==> src/design/kai_pkg.sv <==
// Shared types, constants and helpers for the keyframe alpha interpolator.
// No dependencies; every other design file imports this package.
package kai_pkg;

   // Keyframe table
   localparam int KEYS      = 8;
   localparam int KEY_IDX_W = 3;
   localparam int KEY_REGS  = KEYS / 2;
   localparam int SEG_W     = 4;

   // Fixed-point formats
   localparam int TIME_W    = 16;
   localparam int AGE_W     = TIME_W + 1;
   localparam int ALPHA_W   = 13;
   localparam int FRAC_BITS = 12;
   localparam int PROD_W    = 2 * ALPHA_W;
   localparam logic [ALPHA_W-1:0] ONE_Q12 = ALPHA_W'(4096);

   // Configuration port
   localparam int CSR_INDEX_W = 3;
   localparam int CSR_DATA_W  = 64;

   // Queues and divider
   localparam int QUEUE_DEPTH = 4;
   localparam int QUEUE_PTR_W = 2;
   localparam int QUEUE_CNT_W = 3;
   localparam int DIV_STEPS   = FRAC_BITS;

   typedef enum logic [CSR_INDEX_W-1:0] {
      CSR_KEY_COUNT = 3'd0,
      CSR_KEYS_0_1  = 3'd1,
      CSR_KEYS_2_3  = 3'd2,
      CSR_KEYS_4_5  = 3'd3,
      CSR_KEYS_6_7  = 3'd4
   } csr_index_type;

   typedef struct packed {
      logic [TIME_W-1:0]  life_total;
      logic [TIME_W-1:0]  life_remaining;
      logic [ALPHA_W-1:0] current_alpha;
   } req_type;

   typedef struct packed {
      logic [ALPHA_W-1:0] alpha;
      logic [SEG_W-1:0]   segment_index;
   } rsp_type;

   // Classified request handed from the front end to the back end
   typedef struct packed {
      logic               interp;
      logic [ALPHA_W-1:0] alpha_fix;
      logic [SEG_W-1:0]   seg;
      logic [TIME_W-1:0]  num;
      logic [TIME_W-1:0]  den;
      logic [ALPHA_W-1:0] a0;
      logic [ALPHA_W-1:0] a1;
   } work_type;

   // Clamp a Q1.12 alpha to 1.0
   function automatic logic [ALPHA_W-1:0] sat_alpha(input logic [ALPHA_W-1:0] a);
      return (a > ONE_Q12) ? ONE_Q12 : a;
   endfunction

endpackage

==> src/design/keyframe_alpha_interpolator.sv <==
// Keyframe alpha interpolator: one particle request in, one alpha result out.
// Depends on kai_pkg, kai_front, kai_queue and kai_back.
//
// Takes one request per clock and returns one result per clock when the
// result side keeps popping. A request accepted at the request ports passes
// through the request queue, the fraction divider stages (one quotient bit
// per stage) and the blend multipliers, which write the result queue.
// Requests that need no interpolation travel the same path, so results stay
// in order. Keyframe registers are written through the csr port; the user
// must write them only while the block is idle, as the block itself does not enforce this.
module keyframe_alpha_interpolator (
   input  logic                            clock,
   input  logic                            reset,
   input  logic                            req_push,
   output logic                            req_full,
   input  kai_pkg::req_type                req_data,
   output logic                            rsp_empty,
   input  logic                            rsp_pop,
   output kai_pkg::rsp_type                rsp_data,
   input  logic                            csr_write_enable,
   input  logic [kai_pkg::CSR_INDEX_W-1:0] csr_index,
   input  logic [kai_pkg::CSR_DATA_W-1:0]  csr_data
);
   import kai_pkg::*;

   work_type front_work;
   work_type queue_head;
   logic     queue_empty;
   logic     queue_take;
   logic     req_accept;

   assign req_accept = req_push && !req_full;

   // Classify requests against the keyframe table
   kai_front u_front (
      .clock            (clock),
      .reset            (reset),
      .csr_write_enable (csr_write_enable),
      .csr_index        (csr_index),
      .csr_data         (csr_data),
      .req_data         (req_data),
      .work             (front_work)
   );

   // Decouple front and back
   kai_queue u_queue (
      .clock     (clock),
      .reset     (reset),
      .push      (req_accept),
      .push_data (front_work),
      .pop       (queue_take),
      .full      (req_full),
      .empty     (queue_empty),
      .head      (queue_head)
   );

   // Divide, blend and queue results
   kai_back u_back (
      .clock       (clock),
      .reset       (reset),
      .issue_valid (!queue_empty),
      .issue_data  (queue_head),
      .issue_take  (queue_take),
      .rsp_pop     (rsp_pop),
      .rsp_empty   (rsp_empty),
      .rsp_data    (rsp_data)
   );

   // Results never exceed one
   assert property (@(posedge clock) disable iff (reset)
      !rsp_empty |-> (rsp_data.alpha <= ONE_Q12))
      else $error("result alpha above one");

   // Segment index never exceeds the key count limit
   assert property (@(posedge clock) disable iff (reset)
      !rsp_empty |-> (rsp_data.segment_index <= SEG_W'(KEYS)))
      else $error("segment index out of range");

   // Reset leaves no results pending
   assert property (@(posedge clock) reset |=> rsp_empty)
      else $error("result pending after reset");

   // Back end only takes from a non-empty queue
   assert property (@(posedge clock) disable iff (reset)
      queue_take |-> !queue_empty)
      else $error("request taken from empty queue");

endmodule

==> src/design/kai_front.sv <==
// Front end: holds the keyframe registers and classifies each request.
// Depends on kai_pkg.
module kai_front (
   input  logic                            clock,
   input  logic                            reset,
   input  logic                            csr_write_enable,
   input  logic [kai_pkg::CSR_INDEX_W-1:0] csr_index,
   input  logic [kai_pkg::CSR_DATA_W-1:0]  csr_data,
   input  kai_pkg::req_type                req_data,
   output kai_pkg::work_type               work
);
   import kai_pkg::*;

   logic [SEG_W-1:0]      key_count_ff;
   logic [CSR_DATA_W-1:0] key_regs_ff [KEY_REGS];

   logic [TIME_W-1:0]     key_time  [KEYS];
   logic [ALPHA_W-1:0]    key_alpha [KEYS];
   logic [KEYS-1:0]       hit;
   logic [SEG_W-1:0]      n_keys;
   logic [SEG_W-1:0]      idx;
   logic [KEY_IDX_W-1:0]  cur_k;
   logic [KEY_IDX_W-1:0]  prev_k;
   logic [KEY_IDX_W-1:0]  last_k;
   logic signed [AGE_W-1:0] age;
   logic [AGE_W-1:0]      num_wide;

   // Write configuration registers
   always_ff @(posedge clock) begin
      if (reset) begin
         key_count_ff <= '0;
         for (int r = 0; r < KEY_REGS; r++) begin
            key_regs_ff[r] <= '0;
         end
      end else if (csr_write_enable) begin
         case (csr_index)
            CSR_KEY_COUNT: key_count_ff   <= csr_data[SEG_W-1:0];
            CSR_KEYS_0_1:  key_regs_ff[0] <= csr_data;
            CSR_KEYS_2_3:  key_regs_ff[1] <= csr_data;
            CSR_KEYS_4_5:  key_regs_ff[2] <= csr_data;
            CSR_KEYS_6_7:  key_regs_ff[3] <= csr_data;
            default: ;
         endcase
      end
   end

   // Unpack keys: even key in the low half, odd key in the high half
   for (genvar k = 0; k < KEYS; k++) begin : g_key
      assign key_time[k]  = key_regs_ff[k >> 1][(k & 1) * 32 +: TIME_W];
      assign key_alpha[k] = sat_alpha(key_regs_ff[k >> 1][(k & 1) * 32 + 16 +: ALPHA_W]);
   end

   // Age and effective key count
   assign age    = $signed({1'b0, req_data.life_total}) - $signed({1'b0, req_data.life_remaining});
   assign n_keys = (key_count_ff > SEG_W'(KEYS)) ? SEG_W'(KEYS) : key_count_ff;

   // Compare age against all keys at once
   always_comb begin
      for (int k = 0; k < KEYS; k++) begin
         hit[k] = (SEG_W'(k) < n_keys) && (age <= $signed({1'b0, key_time[k]}));
      end
   end

   // Pick the first key at or above the age
   always_comb begin
      idx = n_keys;
      for (int k = KEYS - 1; k >= 0; k--) begin
         if (hit[k]) begin
            idx = SEG_W'(k);
         end
      end
   end

   assign cur_k    = idx[KEY_IDX_W-1:0];
   assign prev_k   = cur_k - KEY_IDX_W'(1);
   assign last_k   = KEY_IDX_W'(n_keys - SEG_W'(1));
   assign num_wide = AGE_W'(age - $signed({1'b0, key_time[prev_k]}));

   // Classify: pass-through, first key, last key or interpolation
   always_comb begin
      work           = '0;
      work.seg       = idx;
      work.num       = num_wide[TIME_W-1:0];
      work.den       = key_time[cur_k] - key_time[prev_k];
      work.a0        = key_alpha[prev_k];
      work.a1        = key_alpha[cur_k];
      if (n_keys == '0) begin
         work.alpha_fix = sat_alpha(req_data.current_alpha);
      end else if (n_keys == SEG_W'(1) || idx == '0) begin
         work.alpha_fix = key_alpha[0];
      end else if (idx == n_keys) begin
         work.alpha_fix = key_alpha[last_k];
      end else begin
         work.interp    = 1'b1;
      end
   end

endmodule

==> src/design/kai_queue.sv <==
// Short request queue between the front end and the back end.
// Depends on kai_pkg for the work_type payload.
module kai_queue (
   input  logic              clock,
   input  logic              reset,
   input  logic              push,
   input  kai_pkg::work_type push_data,
   input  logic              pop,
   output logic              full,
   output logic              empty,
   output kai_pkg::work_type head
);
   import kai_pkg::*;

   work_type               mem_ff [QUEUE_DEPTH];
   logic [QUEUE_PTR_W-1:0] wr_ptr_ff;
   logic [QUEUE_PTR_W-1:0] rd_ptr_ff;
   logic [QUEUE_CNT_W-1:0] count_ff;
   logic [QUEUE_CNT_W-1:0] count_in;

   assign full  = (count_ff == QUEUE_CNT_W'(QUEUE_DEPTH));
   assign empty = (count_ff == '0);
   assign head  = mem_ff[rd_ptr_ff];

   always_comb begin
      count_in = count_ff;
      if (push && !pop) begin
         count_in = count_ff + QUEUE_CNT_W'(1);
      end else if (pop && !push) begin
         count_in = count_ff - QUEUE_CNT_W'(1);
      end
   end

   // Store incoming requests
   always_ff @(posedge clock) begin
      if (push) begin
         mem_ff[wr_ptr_ff] <= push_data;
      end
   end

   // Advance pointers and occupancy
   always_ff @(posedge clock) begin
      if (reset) begin
         wr_ptr_ff <= '0;
         rd_ptr_ff <= '0;
         count_ff  <= '0;
      end else begin
         if (push) begin
            wr_ptr_ff <= wr_ptr_ff + QUEUE_PTR_W'(1);
         end
         if (pop) begin
            rd_ptr_ff <= rd_ptr_ff + QUEUE_PTR_W'(1);
         end
         count_ff <= count_in;
      end
   end

endmodule

==> src/design/kai_back.sv <==
// Back end: pipelined fraction divider, blend multiply and result queue.
// Depends on kai_pkg.
module kai_back (
   input  logic              clock,
   input  logic              reset,
   input  logic              issue_valid,
   input  kai_pkg::work_type issue_data,
   output logic              issue_take,
   input  logic              rsp_pop,
   output logic              rsp_empty,
   output kai_pkg::rsp_type  rsp_data
);
   import kai_pkg::*;

   typedef struct packed {
      logic               interp;
      logic [ALPHA_W-1:0] alpha_fix;
      logic [SEG_W-1:0]   seg;
      logic [ALPHA_W-1:0] a0;
      logic [ALPHA_W-1:0] a1;
      logic [TIME_W-1:0]  den;
      logic [TIME_W-1:0]  rem;
      logic [ALPHA_W-1:0] quo;
   } div_type;

   typedef struct packed {
      logic               interp;
      logic [ALPHA_W-1:0] alpha_fix;
      logic [SEG_W-1:0]   seg;
      logic [PROD_W-1:0]  p1;
      logic [PROD_W-1:0]  p0;
   } mul_type;

   // One restoring-division step: shift, compare, subtract
   function automatic div_type div_step(input div_type d);
      div_type           r;
      logic [TIME_W:0]   r2;
      logic              ge;
      r2    = {d.rem, 1'b0};
      ge    = (r2 >= {1'b0, d.den});
      r     = d;
      r.rem = ge ? TIME_W'(r2 - {1'b0, d.den}) : r2[TIME_W-1:0];
      r.quo = {d.quo[ALPHA_W-2:0], ge};
      return r;
   endfunction

   div_type                div_ff   [DIV_STEPS+1];
   div_type                div_in   [DIV_STEPS+1];
   logic [DIV_STEPS:0]     div_valid_ff;
   mul_type                mul_ff;
   logic                   mul_valid_ff;
   logic                   advance;
   logic                   first_ge;

   rsp_type                out_mem_ff [QUEUE_DEPTH];
   logic [QUEUE_PTR_W-1:0] out_wr_ff;
   logic [QUEUE_PTR_W-1:0] out_rd_ff;
   logic [QUEUE_CNT_W-1:0] out_count_ff;
   logic [QUEUE_CNT_W-1:0] out_count_in;
   logic                   out_full;
   logic                   out_write;
   logic                   out_read;
   logic [PROD_W:0]        blend_sum;
   logic [PROD_W-FRAC_BITS:0] blend_wide;
   logic [ALPHA_W-1:0]     blend_alpha;
   rsp_type                out_item;

   // Stall the whole pipe only when a finished result has nowhere to go
   assign out_full   = (out_count_ff == QUEUE_CNT_W'(QUEUE_DEPTH));
   assign advance    = !(mul_valid_ff && out_full);
   assign issue_take = issue_valid && advance;

   // First quotient bit, then one bit per stage
   assign first_ge = (issue_data.num >= issue_data.den);

   always_comb begin
      div_in[0].interp    = issue_data.interp;
      div_in[0].alpha_fix = issue_data.alpha_fix;
      div_in[0].seg       = issue_data.seg;
      div_in[0].a0        = issue_data.a0;
      div_in[0].a1        = issue_data.a1;
      div_in[0].den       = issue_data.den;
      div_in[0].rem       = first_ge ? (issue_data.num - issue_data.den) : issue_data.num;
      div_in[0].quo       = {{(ALPHA_W-1){1'b0}}, first_ge};
      for (int s = 1; s <= DIV_STEPS; s++) begin
         div_in[s] = div_step(div_ff[s-1]);
      end
   end

   // Advance divider and multiply stages
   always_ff @(posedge clock) begin
      if (advance) begin
         for (int s = 0; s <= DIV_STEPS; s++) begin
            div_ff[s] <= div_in[s];
         end
         mul_ff.interp    <= div_ff[DIV_STEPS].interp;
         mul_ff.alpha_fix <= div_ff[DIV_STEPS].alpha_fix;
         mul_ff.seg       <= div_ff[DIV_STEPS].seg;
         mul_ff.p1        <= PROD_W'(div_ff[DIV_STEPS].a1) * PROD_W'(div_ff[DIV_STEPS].quo);
         mul_ff.p0        <= PROD_W'(div_ff[DIV_STEPS].a0)
                           * PROD_W'(ONE_Q12 - div_ff[DIV_STEPS].quo);
      end
   end

   always_ff @(posedge clock) begin
      if (reset) begin
         div_valid_ff <= '0;
         mul_valid_ff <= 1'b0;
      end else if (advance) begin
         div_valid_ff <= {div_valid_ff[DIV_STEPS-1:0], issue_valid};
         mul_valid_ff <= div_valid_ff[DIV_STEPS];
      end
   end

   // Blend the two key alphas, truncate and clamp to one
   assign blend_sum   = {1'b0, mul_ff.p1} + {1'b0, mul_ff.p0};
   assign blend_wide  = blend_sum[PROD_W:FRAC_BITS];
   assign blend_alpha = (blend_wide > (PROD_W-FRAC_BITS+1)'(ONE_Q12)) ? ONE_Q12
                                                                      : blend_wide[ALPHA_W-1:0];

   always_comb begin
      out_item.alpha         = mul_ff.interp ? blend_alpha : mul_ff.alpha_fix;
      out_item.segment_index = mul_ff.seg;
   end

   // Result queue
   assign out_write = mul_valid_ff && advance;
   assign out_read  = rsp_pop && !rsp_empty;
   assign rsp_empty = (out_count_ff == '0);
   assign rsp_data  = out_mem_ff[out_rd_ff];

   always_comb begin
      out_count_in = out_count_ff;
      if (out_write && !out_read) begin
         out_count_in = out_count_ff + QUEUE_CNT_W'(1);
      end else if (out_read && !out_write) begin
         out_count_in = out_count_ff - QUEUE_CNT_W'(1);
      end
   end

   always_ff @(posedge clock) begin
      if (out_write) begin
         out_mem_ff[out_wr_ff] <= out_item;
      end
   end

   always_ff @(posedge clock) begin
      if (reset) begin
         out_wr_ff    <= '0;
         out_rd_ff    <= '0;
         out_count_ff <= '0;
      end else begin
         if (out_write) begin
            out_wr_ff <= out_wr_ff + QUEUE_PTR_W'(1);
         end
         if (out_read) begin
            out_rd_ff <= out_rd_ff + QUEUE_PTR_W'(1);
         end
         out_count_ff <= out_count_in;
      end
   end

endmodule
==> config.mk <==
export PLATFORM = sky130hd
export DESIGN_NAME = keyframe_alpha_interpolator
export DESIGN_NICKNAME = d
export VERILOG_FILES = /design/src/design/kai_pkg.sv /design/src/design/keyframe_alpha_interpolator.sv /design/src/design/kai_front.sv /design/src/design/kai_queue.sv /design/src/design/kai_back.sv
export SDC_FILE = /design/constraint.sdc
export NUM_CORES = 2
export LEC_CHECK = 0
export BUFFER_PORTS_ARGS = -buffer_cell sky130_fd_sc_hd__buf_2
export CORE_ASPECT_RATIO = 1.4
export CORE_UTILIZATION = 56
export CTS_CLUSTER_SIZE = 28
export DETAILED_ROUTE_END_ITERATION = 12
export PLACE_DENSITY = 0.72
export SYNTH_ARGS = -nofsm -noshare
export SYNTH_HDL_FRONTEND = slang
export SYNTH_SLANG_ARGS = --single-unit
export TNS_END_PERCENT = 20
==> constraint.sdc <==
create_clock -name clock -period 89.8 [get_ports clock]
set_clock_uncertainty 0.15 [all_clocks]
set_input_delay 4.49 -clock clock [delete_from_list [all_inputs] [get_ports clock]]
set_output_delay 4.49 -clock clock [all_outputs]
set_load 0.1 [all_outputs]
==> metrics.md <==
| Metric | Value |
|---|---|
| Status | complete, no violations |
| Die height | 481 um |
| Synth Area in XOR/XNOR | 2.01% |
| Crit Reg-Reg Endpoint | u_queue.mem_ff[2][41] |
| Num ports | 136 |
| Skew-Pair Late Insertion Delay | 0.81 ns |
| HP Start | u_back.div_ff[1][334] |
| Layout area overhead | 9.42% |
| Ranking of synthesized cells by area | edfxtp_1 56%, ha_1 7.3%, fa_1 6.6%, mux4_2 3.6%, inv_1 3.3% |
| Req. time, crit path | 90.21 ns |
| Post-synthesis cell type count | 81 |
| Initial Utilization | 56.5% |
| Worst Setup End Kind | flop |
| Final setup vio count | 0 |
| Core Area | 163000 um^2 |
| GRT Resource Usage Total | 24.0% |
| Compound-cell area share of the yosys netlist | 6.92% |
| PostCTS Resize Cnt | 0 |
| Share of cells above drive strength 1 | 11.3% |
| Crit path buf inv count | 6 |
| Synth async-reset ratio | 0% |
| Number of synthesized flops with an enable pin | 1721 |
| Antenna-violating nets left | 0 |
| Grt total ovfl | 0 |
| Slowest CP cell | buf_4 |
| DP Worst Slack | 73.72 ns |
| Post-synthesis mux area share | 6.39% |
| CTS buffer count | 165 |
| Residual DRC | 0 |
| CTS tree | done |
| Mapped cell area | 91900 um^2 |
| Wire length on met2 | 103000 um |
| GPL Wtd Cong | 0.916 |
| Largest net degree at the start of global routing | 206 |
| H-tree depth | 4 |
| FMAX | 65.0 MHz |
| Fin crit share | 17.1% |
| Final hold slack | 0.251 ns |
| Register Area | 52400 um^2 |
| Adder-Cell Fraction of Synth Area | 13.9% |
| Post-CTS Hold Buffers | 0 |
| Chip Width | 344 um |
| Reg2Reg Setup Slack | 80.84 ns |
| Arr. time, crit path | 15.80 ns |
| Synth Net Count | 7950 |
| Filler instances | 12100 |
| Average wire per standard cell | 20.8 um |
| Root Driver | clkbuf_16 |
| Ys Warns | 0 |
| Slew of the pin with the lowest slew margin | 1.29 ns |
| Crit path launch type | input pin |
| Largest family of logic cells by synthesized area | adder cells |
| Vias per cell | 5.69 |
| First-pass GRT wire length | 302000 um |
| Clk sink count | 1757 |
| WL met3 | 8500 um |
| Final Hold Fails | 0 |
| Setup WS post-layout | 74.41 ns |
| Dominant cell type by area after synthesis | edfxtp_1 |
| Max_slew headroom | 13.1% |
| CP top delay family | compound AO/OA/AOI/OAI gates |
| Most frequent CP cell | o21ai_0 |
| Most frequent cells in the layout | 1721 x edfxtp_1, 807 x inv_1, 589 x nand2_1 |
| Detailed Routing Iterations Pass 1 | 8 |
| Dominant synthesized flop cell | edfxtp_1 |
| Worst hold endpoint | u_back.div_ff[1][423] |
| Initial antenna violation count | 5 |
| Final-report max-slew violation count | 0 |
| R2R cell count | 27 |
| Vias in the first global route | 55500 |
| RSZ-0062 raised after global routing | false |
| Die area | 166000 um^2 |
| Post-CTS Setup Repair Bufs | 0 |
| Crit Path Class | input pin to flop |
| Top routing layer used | met5 |
| Top cell type's share of synthesized area | 56.2% |
| Min cycle time layout | 15.39 ns |
| Num rows | 175 |
| Met1 WL | 67800 um |
| HPWL Detailed | 138000 um |
| # nets final | 8115 |
| CP max stage delay | 0.75 ns |
| Sequential area share after synthesis | 57.0% |
| Syn_area_per_cell | 13.1 um^2 |
| Register bit total from synthesis | 1757 |
| Total wire length | 196000 um |
| DR vias | 53600 |
| Buffers on Ports | 129 |
| Worst-path maximum fanout | 73 |
| Footprint of the multi-input gates | 35700 um^2 |
| Cells after Synth | 6992 |
| Hold crit path type | flop to flop |
| Iteration-0 DRC count of the detailed router | 3290 |
| Hold Path Depth | 0 |
| Worst-path clk slew | 0.07 ns |
| Worst r2r src | u_front.key_count_ff[3] |
| Most common cell after layout, fill and taps aside | edfxtp_1 |
| Setup TNS | 0 ns |
| Max-cap violations | 0 |
| Simple-gate share of the synthesized area | 9.46% |
| CTS max path bufs | 3 |
## metrics by stage
step           utilization [%]  instance area [um^2]  std cells
6_report                  61.8                101000       9414
5_1_grt                   61.8                101000       9414
4_1_cts                   61.8                101000       9413
3_5_place_dp              58.5                 95100       9114
3_3_place_gp              58.5                 95100       9114
2_1_floorplan                -                 91900       6992
## routing by layer
layer	GRT usage [%]	vias up
met4	17.9	6
li1	-	25200
met2	43.6	1552
met5	0	-
met3	3.32	596
met1	25.1	26300
## flip-flops by register name, indices dropped and copies added (netlist names), named ones only
| name | cells |
|---|---|
| u_back.out_wr_ff | 2 |
| u_back.mul_valid_ff | 1 |
| u_back.out_rd_ff | 2 |
| u_queue.mem_ff | 304 |
| u_queue.count_ff | 3 |
| u_back.out_mem_ff | 68 |
| u_front.key_regs_ff | 232 |
| u_back.div_valid_ff | 13 |
| u_front.key_count_ff | 4 |
| u_queue.wr_ptr_ff | 2 |
| u_back.out_count_ff | 3 |
| u_back.mul_ff | 70 |
| u_back.div_ff | 1047 |
| u_queue.rd_ptr_ff | 2 |
## worst max path at each step
stage | slack (ns) | to | cells past startpoint | start
after floorplan | 56.72 | u_back.div_ff[0][0] | 5 | u_back.out_count_ff[0]
after global placement | 73.90 | u_queue.mem_ff[0][57] | 42 | req_data[14]
after detailed placement | 73.72 | u_queue.mem_ff[0][41] | 43 | req_data[14]
after CTS | 74.55 | u_queue.mem_ff[2][41] | 43 | req_data[14]
after global routing | 73.76 | u_queue.mem_ff[2][41] | 43 | req_data[14]
final | 74.41 | u_queue.mem_ff[2][41] | 43 | req_data[14]
## cell families (layout without fill, tap and decap cells)
kind of cell	count (synthesis)	after routing
multiplexers	381	381
buffers and inverters	1033	1330
AO/OA/AOI/OAI	997	997
flip-flops	1757	1757
adder cells (fa/ha/maj)	842	842
AND/OR/NAND/NOR	1771	1771
other	0	1
XOR/XNOR	211	211
## cell usage after synthesis (33+ instances only)
cell      number
ha_1         537
o21ai_0      306
nand3_1       48
nor2b_1       77
dfxtp_1       36
nand4_1       60
mux2_2       162
nor3_1        41
mux2i_1       71
a21oi_1      231
nand2b_1      98
inv_1        808
fa_1         304
a21o_1        89
xor2_1        72
a21boi_0      86
o211ai_1      72
and2_1       396
nand2_1      590
edfxtp_1    1721
mux4_2       147
a211oi_1      33
xnor2_1      139
clkbuf_1     189
nor2_1       354
## cell type report
class	instances	area share (%)
sequential	1757	52.1
multi-input combinational	4202	35.5
clock buffer	199	4.29
inverter	812	3.04
tap	2124	2.64
timing repair buffer	219	1.33
clock inverter	100	1.08
antenna	1	0.00249
Power is not shown: default switching activity piles up to over one toggle a cycle in this logic, so the estimate is an artifact.
